File: config.mk
export PLATFORM = sky130hd
export DESIGN_NAME = variable_length_bit_packer_unit
export DESIGN_NICKNAME = d
export VERILOG_FILES = /design/src/hdl/vlbp_pkg.sv /design/src/hdl/vlbp_front.sv /design/src/hdl/vlbp_queue.sv /design/src/hdl/vlbp_back.sv /design/src/hdl/variable_length_bit_packer_unit.sv
export SDC_FILE = /design/constraint.sdc
export NUM_CORES = 1
export LEC_CHECK = 0
export ABC_AREA = 1
export CELL_PAD_IN_SITES_DETAIL_PLACEMENT = 1
export CELL_PAD_IN_SITES_GLOBAL_PLACEMENT = 1
export CORE_MARGIN = 4
export CORE_UTILIZATION = 40
export CTS_CLUSTER_DIAMETER = 40
export DETAILED_ROUTE_END_ITERATION = 8
export DONT_BUFFER_PORTS = 1
export PLACE_DENSITY_LB_ADDON = 0.2
export SLEW_MARGIN = 20
export SYNTH_ARGS = -nofsm -noshare
export SYNTH_HDL_FRONTEND = slang
export SYNTH_SLANG_ARGS = --single-unit
File: constraint.sdc
create_clock -name clock -period 4.5 [get_ports clock]
set_input_delay 0.675 -clock clock [delete_from_list [all_inputs] [get_ports clock]]
set_output_delay 0.675 -clock clock [all_outputs]
set_load 0.005 [all_outputs]
File: src/hdl/vlbp_pkg.sv
// Shared types and constants for the variable length bit packer.
// No dependencies; imported by every module of the block.
package vlbp_pkg;

   localparam int DEFAULT_WORD_BITS = 32;
   localparam int OUT_WORD_BITS     = 32;
   localparam int BYTE_COUNT_BITS   = 3;
   localparam int NBITS_BITS        = 6;
   localparam int QUEUE_DEPTH       = 2;
   localparam int QPTR_BITS         = $clog2(QUEUE_DEPTH);
   localparam int QCNT_BITS         = $clog2(QUEUE_DEPTH + 1);

   typedef enum logic {
      OP_PUT   = 1'b0,
      OP_FLUSH = 1'b1
   } opcode_type;

   // Classified item as held in the queue: length saturated, value masked
   typedef struct packed {
      opcode_type                 opcode;
      logic [NBITS_BITS-1:0]      nbits;
      logic [OUT_WORD_BITS-1:0]   code_value;
   } item_type;

   // Back end activity, for checks at the top level
   typedef struct packed {
      logic pop;
      logic emit;
   } back_status_type;

endpackage

File: src/hdl/vlbp_front.sv
// Front end: classifies an incoming item (length saturation, value masking).
// Depends on vlbp_pkg.
module vlbp_front
   import vlbp_pkg::*;
#(
   parameter int WORD_BITS = DEFAULT_WORD_BITS
) (
   input  logic                     req_valid,
   output logic                     req_ready,
   input  logic                     req_opcode,
   input  logic [NBITS_BITS-1:0]    req_nbits,
   input  logic [OUT_WORD_BITS-1:0] req_code_value,
   input  logic                     q_full,
   output logic                     q_push,
   output item_type                 q_item
);

   logic [NBITS_BITS-1:0] nbits_sat;

   always_comb begin
      // lengths above the word width saturate to the word width
      if ({1'b0, req_nbits} > (NBITS_BITS+1)'(WORD_BITS)) begin
         nbits_sat = NBITS_BITS'(WORD_BITS);
      end else begin
         nbits_sat = req_nbits;
      end
   end

   always_comb begin
      q_item.opcode     = opcode_type'(req_opcode);
      q_item.nbits      = nbits_sat;
      // shift of 32 or more gives an all-ones mask
      q_item.code_value = req_code_value & ~({OUT_WORD_BITS{1'b1}} << nbits_sat);
   end

   assign req_ready = !q_full;
   assign q_push    = req_valid && !q_full;

endmodule

File: src/hdl/vlbp_queue.sv
// Short queue between front and back ends, registered entries.
// Depends on vlbp_pkg.
module vlbp_queue
   import vlbp_pkg::*;
(
   input  logic                 clock,
   input  logic                 reset,
   input  logic                 push,
   input  item_type             push_item,
   input  logic                 pop,
   output logic                 q_valid,
   output logic                 q_full,
   output item_type             head_item,
   output logic [QCNT_BITS-1:0] q_count
);

   item_type               entry_ff [QUEUE_DEPTH];
   logic [QPTR_BITS-1:0]   wr_ptr_ff, wr_ptr_in;
   logic [QPTR_BITS-1:0]   rd_ptr_ff, rd_ptr_in;
   logic [QCNT_BITS-1:0]   count_ff,  count_in;

   always_comb begin
      wr_ptr_in = wr_ptr_ff;
      rd_ptr_in = rd_ptr_ff;
      count_in  = count_ff;
      if (push) begin
         wr_ptr_in = (wr_ptr_ff == QPTR_BITS'(QUEUE_DEPTH-1)) ? '0 : wr_ptr_ff + 1'b1;
      end
      if (pop) begin
         rd_ptr_in = (rd_ptr_ff == QPTR_BITS'(QUEUE_DEPTH-1)) ? '0 : rd_ptr_ff + 1'b1;
      end
      if (push && !pop) begin
         count_in = count_ff + 1'b1;
      end else if (pop && !push) begin
         count_in = count_ff - 1'b1;
      end
   end

   always_ff @(posedge clock) begin
      if (reset) begin
         wr_ptr_ff <= '0;
         rd_ptr_ff <= '0;
         count_ff  <= '0;
      end else begin
         wr_ptr_ff <= wr_ptr_in;
         rd_ptr_ff <= rd_ptr_in;
         count_ff  <= count_in;
      end
   end

   always_ff @(posedge clock) begin
      if (push) begin
         entry_ff[wr_ptr_ff] <= push_item;
      end
   end

   assign head_item = entry_ff[rd_ptr_ff];
   assign q_valid   = (count_ff != '0);
   assign q_full    = (count_ff == QCNT_BITS'(QUEUE_DEPTH));
   assign q_count   = count_ff;

endmodule

File: src/hdl/vlbp_back.sv
// Back end: accumulator, free-bit counter and the result register.
// Depends on vlbp_pkg.
module vlbp_back
   import vlbp_pkg::*;
#(
   parameter int WORD_BITS = DEFAULT_WORD_BITS
) (
   input  logic                       clock,
   input  logic                       reset,
   input  logic                       q_valid,
   input  item_type                   head_item,
   output back_status_type            status,
   output logic                       rsp_valid,
   input  logic                       rsp_ready,
   output logic [OUT_WORD_BITS-1:0]   rsp_out_word,
   output logic [BYTE_COUNT_BITS-1:0] rsp_byte_count
);

   localparam int FW = $clog2(WORD_BITS + 1);
   localparam int CW = ((FW > NBITS_BITS) ? FW : NBITS_BITS) + 1;
   localparam int XW = WORD_BITS + OUT_WORD_BITS;
   localparam logic [BYTE_COUNT_BITS-1:0] FULL_BYTES = BYTE_COUNT_BITS'(WORD_BITS / 8);

   logic [WORD_BITS-1:0]       acc_ff,  acc_in;
   logic [FW-1:0]              free_ff, free_in;
   logic                       rsp_valid_ff, rsp_valid_in;
   logic [OUT_WORD_BITS-1:0]   word_ff, word_in;
   logic [BYTE_COUNT_BITS-1:0] bytes_ff, bytes_in;

   logic [CW-1:0]        n_ext, free_ext, spill_ext, pending_ext;
   logic [FW-1:0]        spill;
   logic [XW-1:0]        value_ext, word_ext;
   logic [WORD_BITS-1:0] word_calc;
   logic                 has_result, pop, slot_free;

   always_comb begin
      n_ext       = CW'(head_item.nbits);
      free_ext    = CW'(free_ff);
      spill_ext   = n_ext - free_ext;
      spill       = spill_ext[FW-1:0];
      pending_ext = CW'(WORD_BITS) - free_ext;
      value_ext   = XW'(head_item.code_value);
      // shifting by the full word width clears it
      word_calc   = (acc_ff << free_ff)
                  | WORD_BITS'(value_ext >> spill);
      word_ext    = XW'(word_calc);
   end

   always_comb begin
      if (head_item.opcode == OP_FLUSH) begin
         has_result = (free_ff != FW'(WORD_BITS));
      end else begin
         has_result = (n_ext >= free_ext);
      end
      slot_free = !rsp_valid_ff || rsp_ready;
      pop       = q_valid && (!has_result || slot_free);
   end

   always_comb begin
      acc_in   = acc_ff;
      free_in  = free_ff;
      word_in  = word_ff;
      bytes_in = bytes_ff;
      if (pop) begin
         if (head_item.opcode == OP_FLUSH) begin
            // the flush item's own value and length play no part
            if (has_result) begin
               word_in  = OUT_WORD_BITS'(acc_ff << free_ff);
               bytes_in = BYTE_COUNT_BITS'((pending_ext + CW'(7)) >> 3);
            end
            acc_in   = '0;
            free_in  = FW'(WORD_BITS);
         end else if (has_result) begin
            word_in  = OUT_WORD_BITS'(word_ext);
            bytes_in = FULL_BYTES;
            acc_in   = WORD_BITS'(value_ext) & ~({WORD_BITS{1'b1}} << spill);
            free_in  = FW'(WORD_BITS) - spill;
         end else begin
            acc_in   = (acc_ff << head_item.nbits) | WORD_BITS'(value_ext);
            free_in  = free_ff - FW'(n_ext);
         end
      end
   end

   always_comb begin
      if (pop && has_result) begin
         rsp_valid_in = 1'b1;
      end else if (rsp_ready) begin
         rsp_valid_in = 1'b0;
      end else begin
         rsp_valid_in = rsp_valid_ff;
      end
   end

   always_ff @(posedge clock) begin
      if (reset) begin
         acc_ff       <= '0;
         free_ff      <= FW'(WORD_BITS);
         rsp_valid_ff <= 1'b0;
      end else begin
         acc_ff       <= acc_in;
         free_ff      <= free_in;
         rsp_valid_ff <= rsp_valid_in;
      end
   end

   always_ff @(posedge clock) begin
      word_ff  <= word_in;
      bytes_ff <= bytes_in;
   end

   assign status.pop      = pop;
   assign status.emit     = pop && has_result;
   assign rsp_valid       = rsp_valid_ff;
   assign rsp_out_word    = word_ff;
   assign rsp_byte_count  = bytes_ff;

endmodule

File: src/hdl/variable_length_bit_packer_unit.sv
// MSB-first variable length bit packer, top level.
// An accepted item is registered in a queue entry, then its result in the result register.
// The back end retires one queued item per cycle
// while the result register is free or being drained.
// Reset (synchronous, active high): queue empty, accumulator zero, all bits free,
// no result pending.
module variable_length_bit_packer_unit
   import vlbp_pkg::*;
#(
   parameter int WORD_BITS = DEFAULT_WORD_BITS
) (
   input  logic                       clock,
   input  logic                       reset,
   input  logic                       req_valid,
   output logic                       req_ready,
   input  logic                       req_opcode,
   input  logic [NBITS_BITS-1:0]      req_nbits,
   input  logic [OUT_WORD_BITS-1:0]   req_code_value,
   output logic                       rsp_valid,
   input  logic                       rsp_ready,
   output logic [OUT_WORD_BITS-1:0]   rsp_out_word,
   output logic [BYTE_COUNT_BITS-1:0] rsp_byte_count
);

   logic                 q_full, q_push, q_valid;
   item_type             push_item, head_item;
   logic [QCNT_BITS-1:0] q_count;
   back_status_type      back_status;

   vlbp_front #(
      .WORD_BITS(WORD_BITS)
   ) u_front (
      .req_valid      (req_valid),
      .req_ready      (req_ready),
      .req_opcode     (req_opcode),
      .req_nbits      (req_nbits),
      .req_code_value (req_code_value),
      .q_full         (q_full),
      .q_push         (q_push),
      .q_item         (push_item)
   );

   vlbp_queue u_queue (
      .clock     (clock),
      .reset     (reset),
      .push      (q_push),
      .push_item (push_item),
      .pop       (back_status.pop),
      .q_valid   (q_valid),
      .q_full    (q_full),
      .head_item (head_item),
      .q_count   (q_count)
   );

   vlbp_back #(
      .WORD_BITS(WORD_BITS)
   ) u_back (
      .clock          (clock),
      .reset          (reset),
      .q_valid        (q_valid),
      .head_item      (head_item),
      .status         (back_status),
      .rsp_valid      (rsp_valid),
      .rsp_ready      (rsp_ready),
      .rsp_out_word   (rsp_out_word),
      .rsp_byte_count (rsp_byte_count)
   );

   // queue never holds more than its depth
   assert property (@(posedge clock) disable iff (reset)
      q_count <= QCNT_BITS'(QUEUE_DEPTH))
      else $error("queue over-filled");

   // back end never retires an item from an empty queue
   assert property (@(posedge clock) disable iff (reset)
      q_count == '0 |-> !back_status.pop)
      else $error("pop from empty queue");

   // a waiting result is never overwritten
   assert property (@(posedge clock) disable iff (reset)
      (rsp_valid && !rsp_ready) |-> !back_status.emit)
      else $error("result overwritten while stalled");

   // reset leaves the queue empty and no result pending
   assert property (@(posedge clock)
      (!reset && $past(reset)) |-> (q_count == '0 && !rsp_valid))
      else $error("state not cleared by reset");

endmodule
==> results of run 1 <==
[worst register-to-register path: stages, from the launching register on]
cell and delay, ns:
dfxtp_2 0.42, inv_4 0.16, or2_1 0.26, o21ai_2 0.06, buf_4 0.22, inv_1 0.20, ha_1 0.39, nand2_1 0.09
inv_1 0.06, a21oi_1 0.14, nand4_1 0.11, nand3_1 0.16, nand2_2 0.08, buf_4 0.21, nor2_4 0.53, inv_2 0.23
nor2_1 0.17, nand2_1 0.07, a21oi_1 0.14
[per-layer routing]
| metal | vias up | track usage (%) |
|---|---|---|
| met5 | - | 0 |
| met4 | 0 | 12.2 |
| met1 | 6371 | 43.5 |
| met2 | 447 | 50.5 |
| met3 | 91 | 4.11 |
| li1 | 6108 | - |
[per-stage QoR]
stage	setup WS, ns	std cells	cell area [um^2]	utilization, %
after floorplan	1.03	1873	12200	-
after global placement	0.937	2190	12500	41.7
after detailed placement	0.806	2192	12500	41.9
after CTS	0.777	2224	13200	44.0
after global routing	0.358	2224	13200	44.0
final	0.729	2224	13200	44.0
[worst paths after layout]
| path | end | slack (ns) |
|---|---|---|
| worst max-delay path | u_back.acc_ff[26] | 0.73 |
| worst min-delay path | u_queue.q_count[0] | 0.30 |
| worst max register to register | u_back.acc_ff[26] | 0.73 |
| worst min register to register | flop | 0.47 |
[cell type report]
| type | count | share of cell area [%] |
|---|---|---|
| clock buffer | 17 | 3.23 |
| clock inverter | 15 | 1.59 |
| inverter | 159 | 4.56 |
| multi-input combinational | 1452 | 52.2 |
| sequential | 157 | 32.5 |
| tap | 390 | 3.71 |
| timing repair buffer | 34 | 2.19 |
[sequential cells by signal, summed over array words and instances (netlist names), named ones only]
name,count
u_back.rsp_out_word,32
u_back.free_ff,6
u_queue.rd_ptr_ff,1
u_back.rsp_valid,1
u_queue.q_count,2
u_back.acc_ff,32
u_queue.entry_ff,78
u_back.rsp_byte_count,3
u_queue.wr_ptr_ff,1
[cell usage after synthesis, drive strengths merged, types with 18 or more instances]
cell type  count  area share [%]
o211ai        29             1.8
o21ai        230             9.6
buf           65             3.0
edfxtp       113              28
ha            18             1.8
clkbuf        40             1.2
inv          158             4.9
or2           22             1.1
nand3        230             9.4
a21oi         75             3.1
nor2         118             3.7
dfxtp         44             7.2
nand2        653              20
[placed cells by master, fill, tap and decap left out, drive strengths merged, types with 2 or more instances in the layout]
| cell | Yosys | final |
|---|---|---|
| nand2 | 653 | 653 |
| o221ai | 2 | 2 |
| mux2i | 14 | 14 |
| nand3 | 230 | 230 |
| o211a | 2 | 2 |
| o21a | 6 | 6 |
| a21oi | 75 | 75 |
| nor2 | 118 | 118 |
| ha | 18 | 18 |
| o211ai | 29 | 29 |
| nand4 | 3 | 3 |
| xor2 | 5 | 5 |
| fa | 2 | 2 |
| a211oi | 3 | 3 |
| nor3 | 10 | 10 |
| or2 | 22 | 22 |
| a31oi | 6 | 6 |
| a21boi | 3 | 3 |
| nand3b | 2 | 2 |
| inv | 158 | 169 |
| clkbuf | 40 | 17 |
| xnor2 | 2 | 2 |
| clkinv | 1 | 5 |
| dfxtp | 44 | 44 |
| o21ai | 230 | 230 |
| o22ai | 5 | 5 |
| o31ai | 2 | 2 |
| edfxtp | 113 | 113 |
| buf | 65 | 34 |
[cells by family after synthesis]
kind of cell / after synthesis / share of synthesized area [%]
buf+inv: 264 / 9.09
simple gates: 1040 / 35.4
mux: 14 / 1.15
flops: 157 / 34.9
fa+ha+maj: 20 / 2.17
xor+xnor: 7 / 0.501
compound gates: 371 / 16.8
==> impl_metrics.json, run 1 <==
{
  "gr-usage-all-layers_pct": 31.5,
  "holdWs_ns": 0.295,
  "finClkSkew_ns": 0.0258,
  "drc": 0,
  "maxClockFrequency_mhz": 265,
  "synth_seq_cells": 157,
  "worst-path-max-fanout": 26,
  "hp-class": "input port to flop",
  "dr_wl_met2_um": 24300,
  "diodes": 0,
  "critPathMaxStageDelay_ns": 0.53,
  "crit_family": "simple AND/OR/NAND/NOR gates",
  "place_congestion": 0.993,
  "seq_area_um2": 4280,
  "clockBufferDepth": 2,
  "hpwl_um": 42000,
  "multi_input_comb_area_um2": 6870,
  "dr_wl_met3_um": 2770,
  "cpMaxStageDelayCell": "nor2_4",
  "setup_tns_ns": 0,
  "htreeDepth": 4,
  "cts_tree": "done",
  "synth_ff_type": "edfxtp_1",
  "relSlewSlack_pct": 41.4,
  "finalCriticalPeriod_ns": 3.77,
  "cts-hold-fix-buffers": 0,
  "grt_pass1_vias": 13000,
  "yosysWarnings": 0,
  "critical_path.startpoint_type": "flop",
  "portBuffers": 0,
  "core_area_um2": 29900,
  "finalHoldViolCount": 0,
  "firstDrtPassIters": 6,
  "clk_latency_ns": 0.45,
  "cts_made_buffers": 17,
  "area_delta_synth_final_pct": 7.55,
  "die_w_um": 183,
  "grt_start_max_net_pins": 52,
  "setup_viol": 0,
  "status": "finished clean",
  "drtIter0Drc": 1242,
  "ys_seq_area_share_pct": 34.9,
  "clock_sinks": 157,
  "viasPerCell": 5.85,
  "met1_length_um": 24100,
  "path_clk_slew_ns": 0.08,
  "syn_area_per_cell_um2": 6.53,
  "core.rowCount": 63,
  "fillers": 3931,
  "num_vias": 13000,
  "cts-root-buf": "clkbuf_16",
  "drt-total-wl_um": 53400,
  "period_share_pct": 83.8,
  "synth_edf_count": 113,
  "rsz0062_at_grt": "false",
  "antenna_found_initial": 0,
  "start_util_pct": 40.9,
  "hold_depth": 1,
  "syn_inst": 1873,
  "grt_overflow": 0,
  "worstHoldStart": "reset",
  "post_cts_buffers": 0,
  "max-cap-violations": 0,
  "io_pins": 80,
  "required_ns": 4.86,
  "async_flop_share_pct": 0,
  "cp_num_cells": 18,
  "cp-end-kind": "flop",
  "path_cells": "inv_4, or2_1, o21ai_2, buf_4, inv_1, ha_1, nand2_1, inv_1, a21oi_1, nand4_1, nand3_1, nand2_2, buf_4, nor2_4, inv_2, nor2_1, nand2_1, a21oi_1",
  "syn_area_um2": 12200,
  "highest_layer": "met4",
  "criticalPathCategory": "flop to flop",
  "crit_buf_inv": 6,
  "grt_pass1_wl_um": 80500,
  "wl_per_cell_um": 24.0,
  "syn-num-nets": 1936,
  "synth_cell_types": 54,
  "die-area_um2": 33400,
  "drive_gt1_share_pct": 6.11,
  "worstMarginPinSlew_ns": 0.870,
  "reg2reg_depth": 18,
  "fin_nets": 1884,
  "antenna_left": 0,
  "die_h_um": 183,
  "arrival_ns": 4.13,
  "cts_repair_resize_count": 0,
  "drv_slew": 0
}
Power of run 1 is not shown: default switching activity piles up to over one toggle a cycle in this logic, so the estimate is an artifact.
==> inputs of run 2 (changes only) <==
- clock period: 4.5 -> 3.65 ns (I/O delays scaled with it)
==> run 2 against run 1 <==
Compared with the run above: worst setup slack got worse by 0.56 ns; critical path depth down 2; clock skew is 0.0012 ns higher; cell count is 0.81% higher; critical path type unchanged; highest routed layer unchanged.
==> impl_metrics.json, run 2 (synthesis results as in run 1) <==
{
  "status": "finished clean",
  "gr-usage-all-layers_pct": 31.2,
  "die_h_um": 183,
  "period_share_pct": 95.4,
  "clock_sinks": 157,
  "cts_tree": "done",
  "grt_pass1_vias": 12900,
  "place_congestion": 0.961,
  "post_cts_buffers": 0,
  "finalCriticalPeriod_ns": 3.48,
  "hp-class": "input port to flop",
  "antenna_found_initial": 0,
  "dp_cells": 2210,
  "core.rowCount": 63,
  "cp-end-kind": "flop",
  "seq_area_um2": 4280,
  "firstDrtPassIters": 6,
  "num_vias": 13100,
  "antenna_left": 0,
  "cpMaxStageDelayCell": "dfxtp_2",
  "setup_viol": 0,
  "die-area_um2": 33400,
  "critical_path.startpoint_type": "flop",
  "cts_made_buffers": 17,
  "arrival_ns": 3.82,
  "worst_slack_ns": 0.169,
  "criticalPathCategory": "flop to flop",
  "clockBufferDepth": 2,
  "viasPerCell": 5.85,
  "cts_repair_resize_count": 0,
  "fin_cells": 2242,
  "place_area_um2": 12700,
  "fin_nets": 1902,
  "area_delta_synth_final_pct": 8.88,
  "grt_overflow": 0,
  "rsz0062_at_grt": "true",
  "finClkSkew_ns": 0.0270,
  "worst-path-max-fanout": 13,
  "required_ns": 3.99,
  "drc": 0,
  "finalHoldViolCount": 0,
  "drt-total-wl_um": 53100,
  "crit_top_cell": "nand2_1",
  "critPathMaxStageDelay_ns": 0.49,
  "most-common-layout-cells": "nand2_1 (643), nand3_1 (230), o21ai_0 (178), inv_1 (150), nor2_1 (114)",
  "htreeDepth": 4,
  "drive_gt1_share_pct": 6.97,
  "clk_latency_ns": 0.46,
  "wl_per_cell_um": 23.7,
  "io_pins": 80,
  "cts-root-buf": "clkbuf_16",
  "maxClockFrequency_mhz": 287,
  "crit_buf_inv": 4,
  "fillers": 3960,
  "multi_input_comb_area_um2": 6860,
  "crit_family": "simple AND/OR/NAND/NOR gates",
  "portBuffers": 0,
  "worstMarginPinSlew_ns": 0.704,
  "grt_start_max_net_pins": 41,
  "drtIter0Drc": 1165,
  "cts-hold-fix-buffers": 0,
  "core_area_um2": 29900,
  "regMostFlops": "u_queue.entry_ff",
  "die_w_um": 183,
  "hpwl_um": 41800,
  "max-cap-violations": 0,
  "finalInstanceArea_um2": 13300,
  "relSlewSlack_pct": 52.6,
  "path_cells": "inv_4, or2_1, o21ai_2, inv_1, ha_1, nand2_1, inv_1, nand3_1, nand4_1, nand2_1, inv_1, nand3_1, o21ai_0, nand2_1, nand2_1, a21oi_1",
  "drv_slew": 0,
  "largest_register_ffs": 78,
  "grt_pass1_wl_um": 79400,
  "start_util_pct": 40.9,
  "path_clk_slew_ns": 0.08,
  "dpl_worst_slack_ns": 0.240,
  "diodes": 0,
  "final_common_cell": "nand2_1"
}
## run 2: cell types whose count changed in the layout (fill, tap and decap cells not counted), moves of 2 or more
cell,previous run,this run
inv_12,5,1
buf_12,1,5
clkinv_8,4,6
buf_4,32,47
## run 2: through the flow
| stage | util [%] | TNS [ns] | hold slack (ns) |
|---|---|---|---|
| after floorplan | - | 0 | 0.425 |
| after global placement | 42.4 | 0 | 0.435 |
| after detailed placement | 42.4 | 0 | 0.470 |
| after CTS | 44.6 | 0 | 0.151 |
| after global routing | 44.6 | -0.0443 | 0.149 |
| final | 44.6 | 0 | 0.159 |
## run 2: layer usage
layer | GRT usage, % | share of wire, %
met1 | 42.4 | 45
met2 | 50.2 | 46
met3 | 4.09 | 4.6
met4 | 13.4 | 4.6
met5 | 0 | 0
## run 2: path summary, 6_finish.rpt
check / from / endpoint / cells past startpoint / slack (ns)
setup / recovery: flop / u_back.acc_ff[5] / 16 / 0.17
hold / removal: reset / u_back.acc_ff[21] / 1 / 0.16
setup reg to reg: flop / u_back.acc_ff[5] / 16 / 0.17
hold reg to reg: u_back.acc_ff[21] / u_back.acc_ff[21] / 2 / 0.47
## run 2: layout make-up
type                    count  share of cell area, %
flip-flops and latches    157                   32.1
multi-input cells        1452                   51.5
well taps                 390                   3.66
clock inverters            15                   1.59
inverters                 159                   4.50
clock buffers              17                   3.19
repair buffers             52                   3.40
Power of run 2 is left out for the same reason.
==> inputs of run 3 (changes only) <==
- CELL_PAD_IN_SITES_DETAIL_PLACEMENT: 1 -> default
- CELL_PAD_IN_SITES_GLOBAL_PLACEMENT: 1 -> default
- CTS_CLUSTER_SIZE: default -> 30
- clock period: 3.65 -> 4.3 ns (I/O delays scaled with it)
==> run 3 against run 2 <==
Compared with the run above: non-clock buffer count shrank 16; die area unchanged; final area shrank 1.3%; routed wire length shrank 9.7%; critical path type unchanged; clock skew down 0.014 ns; hold slack better by 0.10 ns; register-to-register slack improved by 0.34 ns; global-route usage down 3.1 points; sequential share of layout area increased by 0.43 points; critical path depth unchanged; via count is 4.0% lower.
==> impl_metrics.json, run 3 (synthesis results as in run 1) <==
{
  "antenna_found_initial": 0,
  "maxClockFrequency_mhz": 264,
  "cts-root-buf": "clkbuf_16",
  "clockBufferDepth": 2,
  "finalInstanceArea_um2": 13100,
  "cts_tree": "done",
  "grt_pass1_vias": 11500,
  "post_cts_buffers": 0,
  "die_h_um": 183,
  "grt_pass1_wl_um": 71400,
  "path_clk_slew_ns": 0.07,
  "criticalPathCategory": "flop to flop",
  "cpMaxStageDelayCell": "buf_4",
  "die_w_um": 183,
  "arrival_ns": 4.17,
  "relSlewSlack_pct": 40.9,
  "firstDrtPassIters": 5,
  "clk_latency_ns": 0.44,
  "fin_nets": 1886,
  "finClkSkew_ns": 0.0133,
  "setup_viol": 0,
  "hold_depth": 1,
  "cts-hold-fix-buffers": 0,
  "antenna_left": 0,
  "setup_tns_ns": 0,
  "reg2reg_depth": 16,
  "crit_top_cell": "nand2_1",
  "diodes": 0,
  "hpwl_um": 37200,
  "largest_register_ffs": 78,
  "finalCriticalPeriod_ns": 3.79,
  "critPathMaxStageDelay_ns": 0.45,
  "worst-path-max-fanout": 51,
  "critical_path.startpoint_type": "flop",
  "required_ns": 4.68,
  "drv_slew": 0,
  "portBuffers": 0,
  "place_congestion": 0.981,
  "die-area_um2": 33400,
  "period_share_pct": 88.2,
  "core_area_um2": 29900,
  "status": "finished clean",
  "grt_overflow": 0,
  "regMostFlops": "u_queue.entry_ff",
  "fin_cells": 2226,
  "rsz0062_at_grt": "false",
  "core.rowCount": 63,
  "max-cap-violations": 0,
  "place_area_um2": 12500,
  "cts_repair_resize_count": 0,
  "gr-usage-all-layers_pct": 28.1,
  "dp_cells": 2194,
  "path_cells": "buf_4, nand2_1, nand2_2, ha_1, nand2_1, nor2_1, nand2_1, nand4_1, nand3_1, nand2_2, buf_4, nor2_4, inv_2, a21oi_1, nand2_1, a21oi_1",
  "drt-total-wl_um": 48000,
  "htreeDepth": 4,
  "drc": 0,
  "hp-class": "input port to flop",
  "num_vias": 12600,
  "wl_per_cell_um": 21.6,
  "cp-end-kind": "flop",
  "drive_gt1_share_pct": 6.21,
  "grt_start_max_net_pins": 61,
  "utilization_pct": 44.0,
  "worstMarginPinSlew_ns": 0.877,
  "finalHoldViolCount": 0,
  "area_delta_synth_final_pct": 7.42,
  "final_common_cell": "nand2_1",
  "drtIter0Drc": 1516,
  "most-common-layout-cells": "nand2_1 (643), nand3_1 (230), o21ai_0 (178), inv_1 (150)",
  "clock_sinks": 157,
  "cts_made_buffers": 17,
  "viasPerCell": 5.66,
  "start_util_pct": 40.9,
  "io_pins": 80
}
[run 3: changes by cell type in the layout (fill, tap and decap cells not counted), moves of 2 or more]
cell	before	now
buf_12	5	2
clkinv_8	6	1
buf_4	47	34
inv_6	3	5
[run 3: metrics by stage]
step	hold slack, ns	setup slack, ns
2_1_floorplan	0.425	0.830
3_3_place_gp	0.434	0.349
3_5_place_dp	0.447	0.601
4_1_cts	0.243	0.569
5_1_grt	0.252	0.224
6_report	0.261	0.507
[run 3: critical path: cells and delay by family (launching register included)]
| kind | cells | cell delay (ns) |
|---|---|---|
| AO/OA/AOI/OAI | 2 | 0.40 |
| adder cells (fa/ha/maj) | 1 | 0.35 |
| buffers and inverters | 3 | 0.90 |
| flip-flops | 1 | 0.38 |
| AND/OR/NAND/NOR | 10 | 1.65 |
[run 3: layer usage]
layer	GRT usage, %	routed length [um]	vias to the layer above
li1	-	-	6124
met1	39.4	21300	5823
met2	43.8	21600	561
met3	4.07	3150	89
met4	11.6	1990	0
met5	0	0	-
[run 3: worst paths after layout]
path / endpoint / slack, ns / startpoint
hold / removal: u_queue.q_count[0] / 0.26 / reset
setup reg to reg: u_back.acc_ff[23] / 0.51 / flop
setup / recovery: u_back.acc_ff[23] / 0.51 / flop
hold reg to reg: flop / 0.45 / u_queue.rd_ptr_ff
[run 3: area by class of cell]
type                    count  area [um^2]
fillers                  3148        16700
multi-input cells        1452         6870
flip-flops and latches    157         4280
inverters                 159          599
well taps                 390          488
clock buffers              19          464
repair buffers             36          295
clock inverters            13          145
Power of run 3 is left out for the same reason.
